**src/tddf_pkg.sv**
```systemverilog
// ----------------------------------------------------------------------------
// tddf_pkg
// Shared types and constants for the touch dejitter / delta filter.
// ----------------------------------------------------------------------------
package tddf_pkg;

  localparam int MAX_HISTORY = 16;
  localparam int COORD_BITS  = 16;
  localparam int AXES        = 2;

  localparam int SLOT_W      = $clog2(MAX_HISTORY);
  localparam int LEN_W       = $clog2(MAX_HISTORY + 1);
  localparam int NDIV_W      = LEN_W + 1;
  localparam int HLEN_CFG_W  = 5;
  localparam int MARGIN_W    = 8;
  localparam int ACC_W       = COORD_BITS + SLOT_W + 2;
  localparam int MAG_W       = ACC_W - 1;
  localparam int DCNT_W      = $clog2(MAG_W + 1);
  localparam int CFG_IDX_W   = 4;
  localparam int CFG_DATA_W  = 8;

  localparam logic [HLEN_CFG_W-1:0] HIST_RESET_LEN = HLEN_CFG_W'(4);
  localparam logic [MARGIN_W-1:0]   MARGIN_RESET   = MARGIN_W'(8);

  localparam logic [CFG_IDX_W-1:0] REG_HISTORY_LENGTH = CFG_IDX_W'(0);
  localparam logic [CFG_IDX_W-1:0] REG_JITTER_MARGIN  = CFG_IDX_W'(1);

  typedef struct packed {
    logic signed [COORD_BITS-1:0] sample_x;
    logic signed [COORD_BITS-1:0] sample_y;
    logic                         new_touch;
  } sample_t;

  typedef struct packed {
    logic signed [COORD_BITS-1:0] filtered_x;
    logic signed [COORD_BITS-1:0] filtered_y;
    logic signed [COORD_BITS-1:0] delta_x;
    logic signed [COORD_BITS-1:0] delta_y;
    logic                         delta_ready;
  } result_t;

  typedef enum logic [3:0] {
    S_IDLE,
    S_NORM,
    S_LAST,
    S_DEJIT,
    S_ACC,
    S_DRAIN,
    S_DIVINIT,
    S_DIV,
    S_PUSH
  } state_t;

  typedef struct packed {
    logic load;
    logic norm_step;
    logic rd_last;
    logic dejitter;
    logic acc_step;
    logic div_init;
    logic div_step;
    logic push;
  } cmd_t;

  typedef struct packed {
    logic ws_ge_len;
    logic has_hist;
    logic full;
    logic acc_last;
    logic div_last;
  } status_t;

endpackage

```
**src/touch_dejitter_delta_filter.sv**
```systemverilog
// ----------------------------------------------------------------------------
// touch_dejitter_delta_filter
// Hysteresis dejitter and history-averaged motion delta for touch samples.
//
//   channel  direction  handshake                   payload
//   sample   in         sample_valid / sample_stall sample_t
//   result   out        result_valid / result_stall result_t
//   cfg      in         cfg_valid / cfg_ready       cfg_index, cfg_data
//
// One sample is processed at a time. With a full history it makes n - 1 ring
// reads (n is L rounded up to even), a drain state and a 21-step restoring
// divide. With no stored point it goes straight to the push; with a partial
// history it first dejitters against the last point. A length change first
// normalizes the write slot. Reset is synchronous and clears the sequencer,
// registers, write slot and fill count; ring contents are undefined until
// written. A stalled result holds; the next sample is taken meanwhile and
// waits at the push until the result drains.
// ----------------------------------------------------------------------------
module touch_dejitter_delta_filter
  import tddf_pkg::*;
(
  input  logic                  clk,
  input  logic                  rst,
  input  logic                  sample_valid,
  output logic                  sample_stall,
  input  sample_t               sample,
  output logic                  result_valid,
  input  logic                  result_stall,
  output result_t               result,
  input  logic                  cfg_valid,
  output logic                  cfg_ready,
  input  logic [CFG_IDX_W-1:0]  cfg_index,
  input  logic [CFG_DATA_W-1:0] cfg_data
);

  cmd_t    cmd;
  status_t status;

  assign cfg_ready = 1'b1;

  tddf_ctrl u_ctrl (
    .clk          (clk),
    .rst          (rst),
    .sample_valid (sample_valid),
    .sample_stall (sample_stall),
    .result_valid (result_valid),
    .result_stall (result_stall),
    .status       (status),
    .cmd          (cmd)
  );

  tddf_dp u_dp (
    .clk       (clk),
    .rst       (rst),
    .cfg_valid (cfg_valid && cfg_ready),
    .cfg_index (cfg_index),
    .cfg_data  (cfg_data),
    .sample    (sample),
    .cmd       (cmd),
    .status    (status),
    .result    (result)
  );

  a_busy_after_accept: assert property (@(posedge clk) disable iff (rst)
    sample_valid && !sample_stall |=> sample_stall)
    else $error("sample taken while previous transaction still in progress");

  a_no_delta_unless_ready: assert property (@(posedge clk) disable iff (rst)
    result_valid && !result.delta_ready |-> result.delta_x == '0 && result.delta_y == '0)
    else $error("nonzero delta without full history");

  a_push_when_free: assert property (@(posedge clk) disable iff (rst)
    cmd.push |-> !result_valid || !result_stall)
    else $error("result overwritten while stalled");

endmodule

```
**src/tddf_ram.sv**
```systemverilog
// ----------------------------------------------------------------------------
// tddf_ram
// Generic single-port-write, single-port-read RAM with registered read.
// ----------------------------------------------------------------------------
module tddf_ram #(
  parameter int WIDTH = 32,
  parameter int DEPTH = 16
) (
  input  logic                     clk,
  input  logic                     wr_en,
  input  logic [$clog2(DEPTH)-1:0] wr_addr,
  input  logic [WIDTH-1:0]         wr_data,
  input  logic                     rd_en,
  input  logic [$clog2(DEPTH)-1:0] rd_addr,
  output logic [WIDTH-1:0]         rd_data
);

  logic [WIDTH-1:0] mem [DEPTH];

  always_ff @(posedge clk) begin
    if (wr_en) begin
      mem[wr_addr] <= wr_data;
    end
    if (rd_en) begin
      rd_data <= mem[rd_addr];
    end
  end

endmodule

```
**src/tddf_ctrl.sv**
```systemverilog
// ----------------------------------------------------------------------------
// tddf_ctrl
// Sequencer: normalize slot, dejitter, walk history, divide, push.
// ----------------------------------------------------------------------------
module tddf_ctrl
  import tddf_pkg::*;
(
  input  logic    clk,
  input  logic    rst,
  input  logic    sample_valid,
  output logic    sample_stall,
  output logic    result_valid,
  input  logic    result_stall,
  input  status_t status,
  output cmd_t    cmd
);

  state_t state;
  state_t state_next;
  logic   out_free;

  assign out_free = !result_valid || !result_stall;

  always_ff @(posedge clk) begin
    if (rst) begin
      state        <= S_IDLE;
      result_valid <= 1'b0;
    end else begin
      state <= state_next;
      if (cmd.push) begin
        result_valid <= 1'b1;
      end else if (!result_stall) begin
        result_valid <= 1'b0;
      end
    end
  end

  always_comb begin
    state_next = state;
    unique case (state)
      S_IDLE: begin
        if (sample_valid) state_next = S_NORM;
      end
      S_NORM: begin
        if (!status.ws_ge_len) begin
          state_next = status.has_hist ? S_LAST : S_PUSH;
        end
      end
      S_LAST:    state_next = S_DEJIT;
      S_DEJIT:   state_next = status.full ? S_ACC : S_PUSH;
      S_ACC: begin
        if (status.acc_last) state_next = S_DRAIN;
      end
      S_DRAIN:   state_next = S_DIVINIT;
      S_DIVINIT: state_next = S_DIV;
      S_DIV: begin
        if (status.div_last) state_next = S_PUSH;
      end
      S_PUSH: begin
        if (out_free) state_next = S_IDLE;
      end
      default:   state_next = S_IDLE;
    endcase
  end

  always_comb begin
    cmd          = '0;
    sample_stall = 1'b1;
    unique case (state)
      S_IDLE: begin
        sample_stall = 1'b0;
        cmd.load     = sample_valid;
      end
      S_NORM:    cmd.norm_step = status.ws_ge_len;
      S_LAST:    cmd.rd_last   = 1'b1;
      S_DEJIT:   cmd.dejitter  = 1'b1;
      S_ACC:     cmd.acc_step  = 1'b1;
      S_DRAIN:   cmd           = '0;
      S_DIVINIT: cmd.div_init  = 1'b1;
      S_DIV:     cmd.div_step  = 1'b1;
      S_PUSH:    cmd.push      = out_free;
      default:   cmd           = '0;
    endcase
  end

endmodule

```
**src/tddf_dp.sv**
```systemverilog
// ----------------------------------------------------------------------------
// tddf_dp
// Datapath: config registers, history ring, dead band, accumulator, divider.
// ----------------------------------------------------------------------------
module tddf_dp
  import tddf_pkg::*;
(
  input  logic                  clk,
  input  logic                  rst,
  input  logic                  cfg_valid,
  input  logic [CFG_IDX_W-1:0]  cfg_index,
  input  logic [CFG_DATA_W-1:0] cfg_data,
  input  sample_t               sample,
  input  cmd_t                  cmd,
  output status_t               status,
  output result_t               result
);

  localparam int CW = COORD_BITS;

  function automatic logic signed [CW-1:0] dead_band(
    input logic signed [CW-1:0] s,
    input logic signed [CW-1:0] c,
    input logic [MARGIN_W-1:0]  m
  );
    logic signed [CW+1:0] se;
    logic signed [CW+1:0] ce;
    logic signed [CW+1:0] d;
    logic signed [CW+1:0] mm;
    logic signed [CW+1:0] r;
    se = (CW+2)'(s);
    ce = (CW+2)'(c);
    mm = $signed({{(CW+2-MARGIN_W){1'b0}}, m});
    d  = se - ce;
    if (d > mm) begin
      r = se - mm;
    end else if (d < -mm) begin
      r = se + mm;
    end else begin
      r = ce;
    end
    return r[CW-1:0];
  endfunction

  logic [HLEN_CFG_W-1:0] hist_len;
  logic [MARGIN_W-1:0]   margin;
  logic [LEN_W-1:0]      len_eff;

  logic [LEN_W-1:0]      len;
  logic [NDIV_W-1:0]     n;
  logic [SLOT_W-1:0]     ws;
  logic [LEN_W-1:0]      fc;
  logic [SLOT_W-1:0]     ptr;
  logic [LEN_W-1:0]      idx;
  logic                  pend;
  logic                  pend_add;
  logic [DCNT_W-1:0]     dcnt;

  logic signed [CW-1:0]    raw   [AXES];
  logic signed [CW-1:0]    filt  [AXES];
  logic signed [ACC_W-1:0] acc   [AXES];
  logic [MAG_W-1:0]        quo   [AXES];
  logic [NDIV_W-1:0]       rem   [AXES];
  logic                    neg   [AXES];
  logic signed [CW-1:0]    rd_pt [AXES];
  logic signed [CW-1:0]    db    [AXES];
  logic signed [CW-1:0]    dq    [AXES];
  logic [NDIV_W:0]         rsh   [AXES];
  logic [MAG_W-1:0]        q_mag [AXES];

  logic [SLOT_W-1:0]     last_slot;
  logic [SLOT_W-1:0]     ptr_dec;
  logic [SLOT_W-1:0]     len_m1;
  logic [LEN_W-1:0]      ws_inc;
  logic [NDIV_W-1:0]     half;
  logic [2*CW-1:0]       ram_q;
  logic [SLOT_W-1:0]     rd_addr;

  // effective history length, clamped to 1..MAX_HISTORY
  always_comb begin
    if (hist_len == '0) begin
      len_eff = LEN_W'(1);
    end else if (32'(hist_len) > MAX_HISTORY) begin
      len_eff = LEN_W'(MAX_HISTORY);
    end else begin
      len_eff = LEN_W'(hist_len);
    end
  end

  assign len_m1    = SLOT_W'(len - LEN_W'(1));
  assign last_slot = (ws == '0) ? len_m1 : ws - SLOT_W'(1);
  assign ptr_dec   = (ptr == '0) ? len_m1 : ptr - SLOT_W'(1);
  assign ws_inc    = LEN_W'(ws) + LEN_W'(1);
  assign half      = n >> 1;
  assign rd_addr   = cmd.rd_last ? last_slot : ptr;

  assign rd_pt[0] = ram_q[2*CW-1:CW];
  assign rd_pt[1] = ram_q[CW-1:0];

  always_comb begin
    for (int a = 0; a < AXES; a++) begin
      db[a]    = dead_band(raw[a], rd_pt[a], margin);
      rsh[a]   = {rem[a], quo[a][MAG_W-1]};
      q_mag[a] = neg[a] ? (~quo[a] + MAG_W'(1)) : quo[a];
      dq[a]    = q_mag[a][CW-1:0];
    end
  end

  assign status.ws_ge_len = LEN_W'(ws) >= len;
  assign status.has_hist  = fc != '0;
  assign status.full      = fc >= len;
  assign status.acc_last  = NDIV_W'(idx) == n - NDIV_W'(1);
  assign status.div_last  = dcnt == DCNT_W'(1);

  tddf_ram #(
    .WIDTH (2 * CW),
    .DEPTH (MAX_HISTORY)
  ) u_hist (
    .clk     (clk),
    .wr_en   (cmd.push),
    .wr_addr (ws),
    .wr_data ({filt[0], filt[1]}),
    .rd_en   (cmd.rd_last || cmd.acc_step),
    .rd_addr (rd_addr),
    .rd_data (ram_q)
  );

  // config and control state
  always_ff @(posedge clk) begin
    if (rst) begin
      hist_len <= HIST_RESET_LEN;
      margin   <= MARGIN_RESET;
      ws       <= '0;
      fc       <= '0;
      pend     <= 1'b0;
    end else begin
      if (cfg_valid) begin
        unique case (cfg_index)
          REG_HISTORY_LENGTH: hist_len <= cfg_data[HLEN_CFG_W-1:0];
          REG_JITTER_MARGIN:  margin   <= cfg_data[MARGIN_W-1:0];
          default: ;
        endcase
      end
      pend <= cmd.acc_step;
      if (cmd.load) begin
        if (sample.new_touch) begin
          ws <= '0;
          fc <= '0;
        end else if (fc > len_eff) begin
          fc <= len_eff;
        end
      end else if (cmd.norm_step) begin
        ws <= SLOT_W'(LEN_W'(ws) - len);
      end else if (cmd.push) begin
        ws <= (ws_inc == len) ? '0 : ws_inc[SLOT_W-1:0];
        if (fc < len) fc <= fc + LEN_W'(1);
      end
    end
  end

  // payload
  always_ff @(posedge clk) begin
    if (cmd.load) begin
      len    <= len_eff;
      n      <= NDIV_W'(len_eff) + NDIV_W'(len_eff[0]);
      raw[0] <= sample.sample_x;
      raw[1] <= sample.sample_y;
      filt[0] <= sample.sample_x;
      filt[1] <= sample.sample_y;
    end
    if (cmd.rd_last) begin
      ptr <= last_slot;
    end
    if (cmd.acc_step) begin
      ptr      <= ptr_dec;
      idx      <= idx + LEN_W'(1);
      pend_add <= NDIV_W'(idx) < half;
    end
    if (cmd.dejitter) begin
      idx <= LEN_W'(1);
    end
    if (cmd.div_init) begin
      dcnt <= DCNT_W'(MAG_W);
    end else if (cmd.div_step) begin
      dcnt <= dcnt - DCNT_W'(1);
    end
    for (int a = 0; a < AXES; a++) begin
      if (cmd.dejitter) begin
        filt[a] <= db[a];
        acc[a]  <= ACC_W'(db[a]);
      end else if (pend) begin
        acc[a] <= pend_add ? acc[a] + ACC_W'(rd_pt[a]) : acc[a] - ACC_W'(rd_pt[a]);
      end
      if (cmd.div_init) begin
        neg[a] <= acc[a][ACC_W-1];
        quo[a] <= acc[a][ACC_W-1] ? MAG_W'(-acc[a]) : MAG_W'(acc[a]);
        rem[a] <= '0;
      end else if (cmd.div_step) begin
        if (rsh[a] >= {1'b0, n}) begin
          rem[a] <= NDIV_W'(rsh[a] - {1'b0, n});
          quo[a] <= {quo[a][MAG_W-2:0], 1'b1};
        end else begin
          rem[a] <= rsh[a][NDIV_W-1:0];
          quo[a] <= {quo[a][MAG_W-2:0], 1'b0};
        end
      end
    end
    if (cmd.push) begin
      result.filtered_x  <= filt[0];
      result.filtered_y  <= filt[1];
      result.delta_x     <= status.full ? dq[0] : '0;
      result.delta_y     <= status.full ? dq[1] : '0;
      result.delta_ready <= status.full;
    end
  end

endmodule

```
**config.mk**
```make
export PLATFORM = sky130hd
export DESIGN_NAME = touch_dejitter_delta_filter
export DESIGN_NICKNAME = d
export VERILOG_FILES = /design/src/tddf_pkg.sv /design/src/touch_dejitter_delta_filter.sv /design/src/tddf_ram.sv /design/src/tddf_ctrl.sv /design/src/tddf_dp.sv
export SDC_FILE = /design/constraint.sdc
export NUM_CORES = 2
export LEC_CHECK = 0
export BUFFER_PORTS_ARGS = -buffer_cell sky130_fd_sc_hd__buf_2
export CORE_UTILIZATION = 41
export CTS_CLUSTER_DIAMETER = 40
export DETAILED_ROUTE_END_ITERATION = 6
export GPL_TIMING_DRIVEN = 0
export SYNTH_ARGS = -nofsm -noshare
export SYNTH_HDL_FRONTEND = slang
export SYNTH_SLANG_ARGS = --single-unit
```
**constraint.sdc**
```tcl
create_clock -name clk -period 10.4 [get_ports clk]
set_clock_uncertainty 0.15 [all_clocks]
set_input_delay 2.08 -clock clk [delete_from_list [all_inputs] [get_ports clk]]
set_output_delay 2.08 -clock clk [all_outputs]
set_load 0.005 [all_outputs]
```
==> results.ini <==
[run_status]
status = complete, but fails checks
violations = design-rule violations

[critical_path]
startpoint = u_dp.u_hist.rd_data[0]
required_ns = 10.71
worstSetupPathType = flip-flop to flip-flop
cp_slowest_cell = a31oi_1
rr_worst_depth = 19
cpPeakStageDelay_ns = 0.58
path_max_fanout = 10
cp_cell_sequence = ha_1 > fa_1 > nand2b_1 > a21oi_1 > o211a_1 > o32ai_2 > nand2b_1 > a31oi_1 > inv_1 > ha_1 > nand4_1 > nor2_1 > nand2_1 > o21ai_1 > clkbuf_1 > clkbuf_1 > o21ai_0 > a21oi_1 > o21ai_0
worstSetupStartpointType = flip-flop
rr_startpoint = u_dp.u_hist.rd_data[0]
worstPathArrival_ns = 6.94
timing.rr.end = u_dp.filt[0][17]
r2r_slack_ns = 3.77
cp-end-kind = flip-flop

[power_and_ir_drop]
peakVddDrop_uv = 166
power_density_nw_per_um2 = 240
p_leak_nw = 18.4
power_mw = 12.0

[sta]
min_period_ns = 6.63
setup_viol = 0
drv_slew = 0
fin_crit_sh_pct = 63.8
max-slew-margin-rel_pct = 5.87
tightestPinTransition_ns = 1.40
fmax_mhz = 151
setup_ws_ns = 3.77
rsz0062_at_grt = false
final_hold_viol_count = 0
worst_hold_slack_ns = 0.351
finalSetupTns_ns = 0

[yosys]
ys_seq_area_share_pct = 56.8
mappedNetlistNets = 4192
syn_avg_cell_area_um2 = 10.9
synth_enable_flop_cells = 784
syn_inst = 3925
yosysUniqueCellTypes = 89
yosysWarningCount = 0
synth_flop_cell = edfxtp_1
ys_ff_latch = 826
synth-async-reset-ratio_pct = 0
synthesis.area_um2 = 42900

[placed_design]
globalplace.congestion = 0.955
place_hpwl_um = 94700
place_ws_ns = 3.99
dp.cells = 5435
io_buffers = 115
placed_area_um2 = 45600

[die]
core_area_um2 = 104000
row_count = 118
dieWidth_um = 326
die-area_um2 = 106000
start_util_pct = 41.4
fp.dieH_um = 326
ios = 118

[run]
drv_cap = 0

[clock_network]
clk_path_buf_depth = 3
cts_root_buf = clkbuf_16
cts_tree = done
clock-sinks = 826
post_cts_resized = 0
cts_buffers = 130
clkTransAtPathRegs_ns = 0.05
hold_buffers = 0
cts_htree_levels = 4
worstSkewPairLatency_ns = 0.74
post-cts-setup-buffers = 0

[finish]
syn_to_final_growth_pct = 16.5
utilization_pct = 48.2
final_cells = 5674
stdcell_area_um2 = 50000
antennaDiodeCount = 0
finalNetCount = 4454
layout-drive-gt1-share_pct = 9.73

[routing]
drcViolationCount = 1
vias_per_cell = 5.67
vias = 32200
dr_wl_met2_um = 63000
postRouteAntennaNets = 0
first_iter_violations = 2912
drt_wl_total_um = 129000
dr.pass1.iters = 7
wl_met1_um = 53500
wl_per_cell_um = 22.7
wl_met3_um = 8850
top_layer_used = met4

[grt]
grt_overflow = 0
grt_max_degree = 45
grtUsageTotal_pct = 24.0
antenna_found_initial = 3
grt_first_pass_wirelength_um = 192000
first_global_vias = 30800

[min_path]
whs_endpoint = u_dp.dcnt[4]
whs_path_depth = 2
hp-class = flip-flop to flip-flop
hold_start = u_dp.dcnt[4]

-- cell usage in the layout, fill, tap and decap left out, types with 82 or more instances in the layout --
| master | netlist | routed |
|---|---|---|
| buf_2 | 7 | 122 |
| and3_1 | 87 | 87 |
| nand2_1 | 719 | 717 |
| ha_1 | 208 | 208 |
| o21ai_0 | 174 | 174 |
| xor2_1 | 82 | 82 |
| clkbuf_1 | 174 | 184 |
| xnor2_1 | 104 | 104 |
| a21oi_1 | 185 | 185 |
| nand3_1 | 173 | 173 |
| nor2_1 | 223 | 223 |
| a311oi_1 | 102 | 102 |
| clkbuf_16 | 0 | 133 |
| inv_1 | 140 | 138 |
| edfxtp_1 | 784 | 784 |
-- metal layers --
layer	vias up	global-route usage (%)
li1	15100	-
met2	1160	40.9
met3	220	3.84
met1	15700	30.9
met4	0	8.15
met5	-	0
-- where the power goes --
part	total [mW]	internal (mW)	switching, mW	leakage (nW)
Clock	4.36	2.67	1.70	2.12
Combinational	3.48	1.08	2.40	8.80
Sequential	4.18	3.95	0.229	7.44
-- area by class of cell --
type / instances / area, µm²
plain buffers: 193 / 767
fillers: 9465 / 53700
repair buffers: 130 / 891
well taps: 1380 / 1730
clock buffers: 143 / 3370
multi-input cells: 2764 / 17300
flip-flops and latches: 826 / 24400
clock inverters: 96 / 1050
inverters: 142 / 537
-- worst max-delay path, delay by kind of cell (launching register included) --
kind                       cells  cell delay [ns]
DFF                            1             0.53
adders and majority gates      3             1.05
AOI/OAI and AO/OA              8             2.50
buffers and inverters          3             1.37
and+or+nand+nor                5             0.70
-- worst max path at each step --
stage | slack (ns) | endpoint | cells past startpoint
after floorplan | 5.07 | u_dp.u_hist.mem[10][0] | 5
after global placement | 2.72 | u_dp.u_hist.mem[12][28] | 6
after detailed placement | 3.99 | u_dp.filt[0][17] | 19
after CTS | 3.92 | u_dp.filt[0][17] | 19
after global routing | 3.53 | u_dp.filt[0][26] | 20
final | 3.77 | u_dp.filt[0][17] | 19
-- synth_stat cells, types with 22 or more instances --
cell type	number	area [µm²]
edfxtp_1	784	23500
nand2_1	719	2700
nor2_1	223	837
ha_1	208	2600
a21oi_1	185	926
clkbuf_1	174	653
o21ai_0	174	871
nand3_1	173	866
inv_1	140	526
xnor2_1	104	911
a311oi_1	102	893
and3_1	87	544
xor2_1	82	718
a31oi_1	66	413
nor3_1	57	285
dfxtp_1	42	841
o31ai_1	39	293
a21o_1	38	285
mux2i_1	37	370
nand2b_1	35	219
and2_1	31	194
o21a_1	29	218
nor2b_1	27	169
a211oi_1	23	173
nand4_1	22	138
or3_1	22	138
-- registers in the layout, summed over array words and instances (netlist names), 5 cells and up --
register,count
u_dp.filt,32
u_dp.result,65
u_dp.n,5
u_dp.idx,5
u_dp.dcnt,5
u_dp.hist_len,5
u_dp.u_hist.rd_data,32
u_dp.acc,44
u_dp.len,5
u_dp.u_hist.mem,512
u_dp.raw,32
u_dp.margin,8
u_dp.rem,12
u_dp.fc,5
u_dp.quo,42
-- kinds of logic (layout without fill, tap and decap cells) --
family	Yosys count	in the layout	share of synthesized area [%]
and+or+nand+nor	1492	1492	15.9
buffers and inverters	335	704	3.03
adders and majority gates	217	217	6.48
muxes	45	45	1.07
xor gates and xnor gates	186	186	3.80
AOI/OAI and AO/OA	822	822	12.9
DFF	826	826	56.8
other	2	2	0.0175
Power figures use the tool's default switching activity.
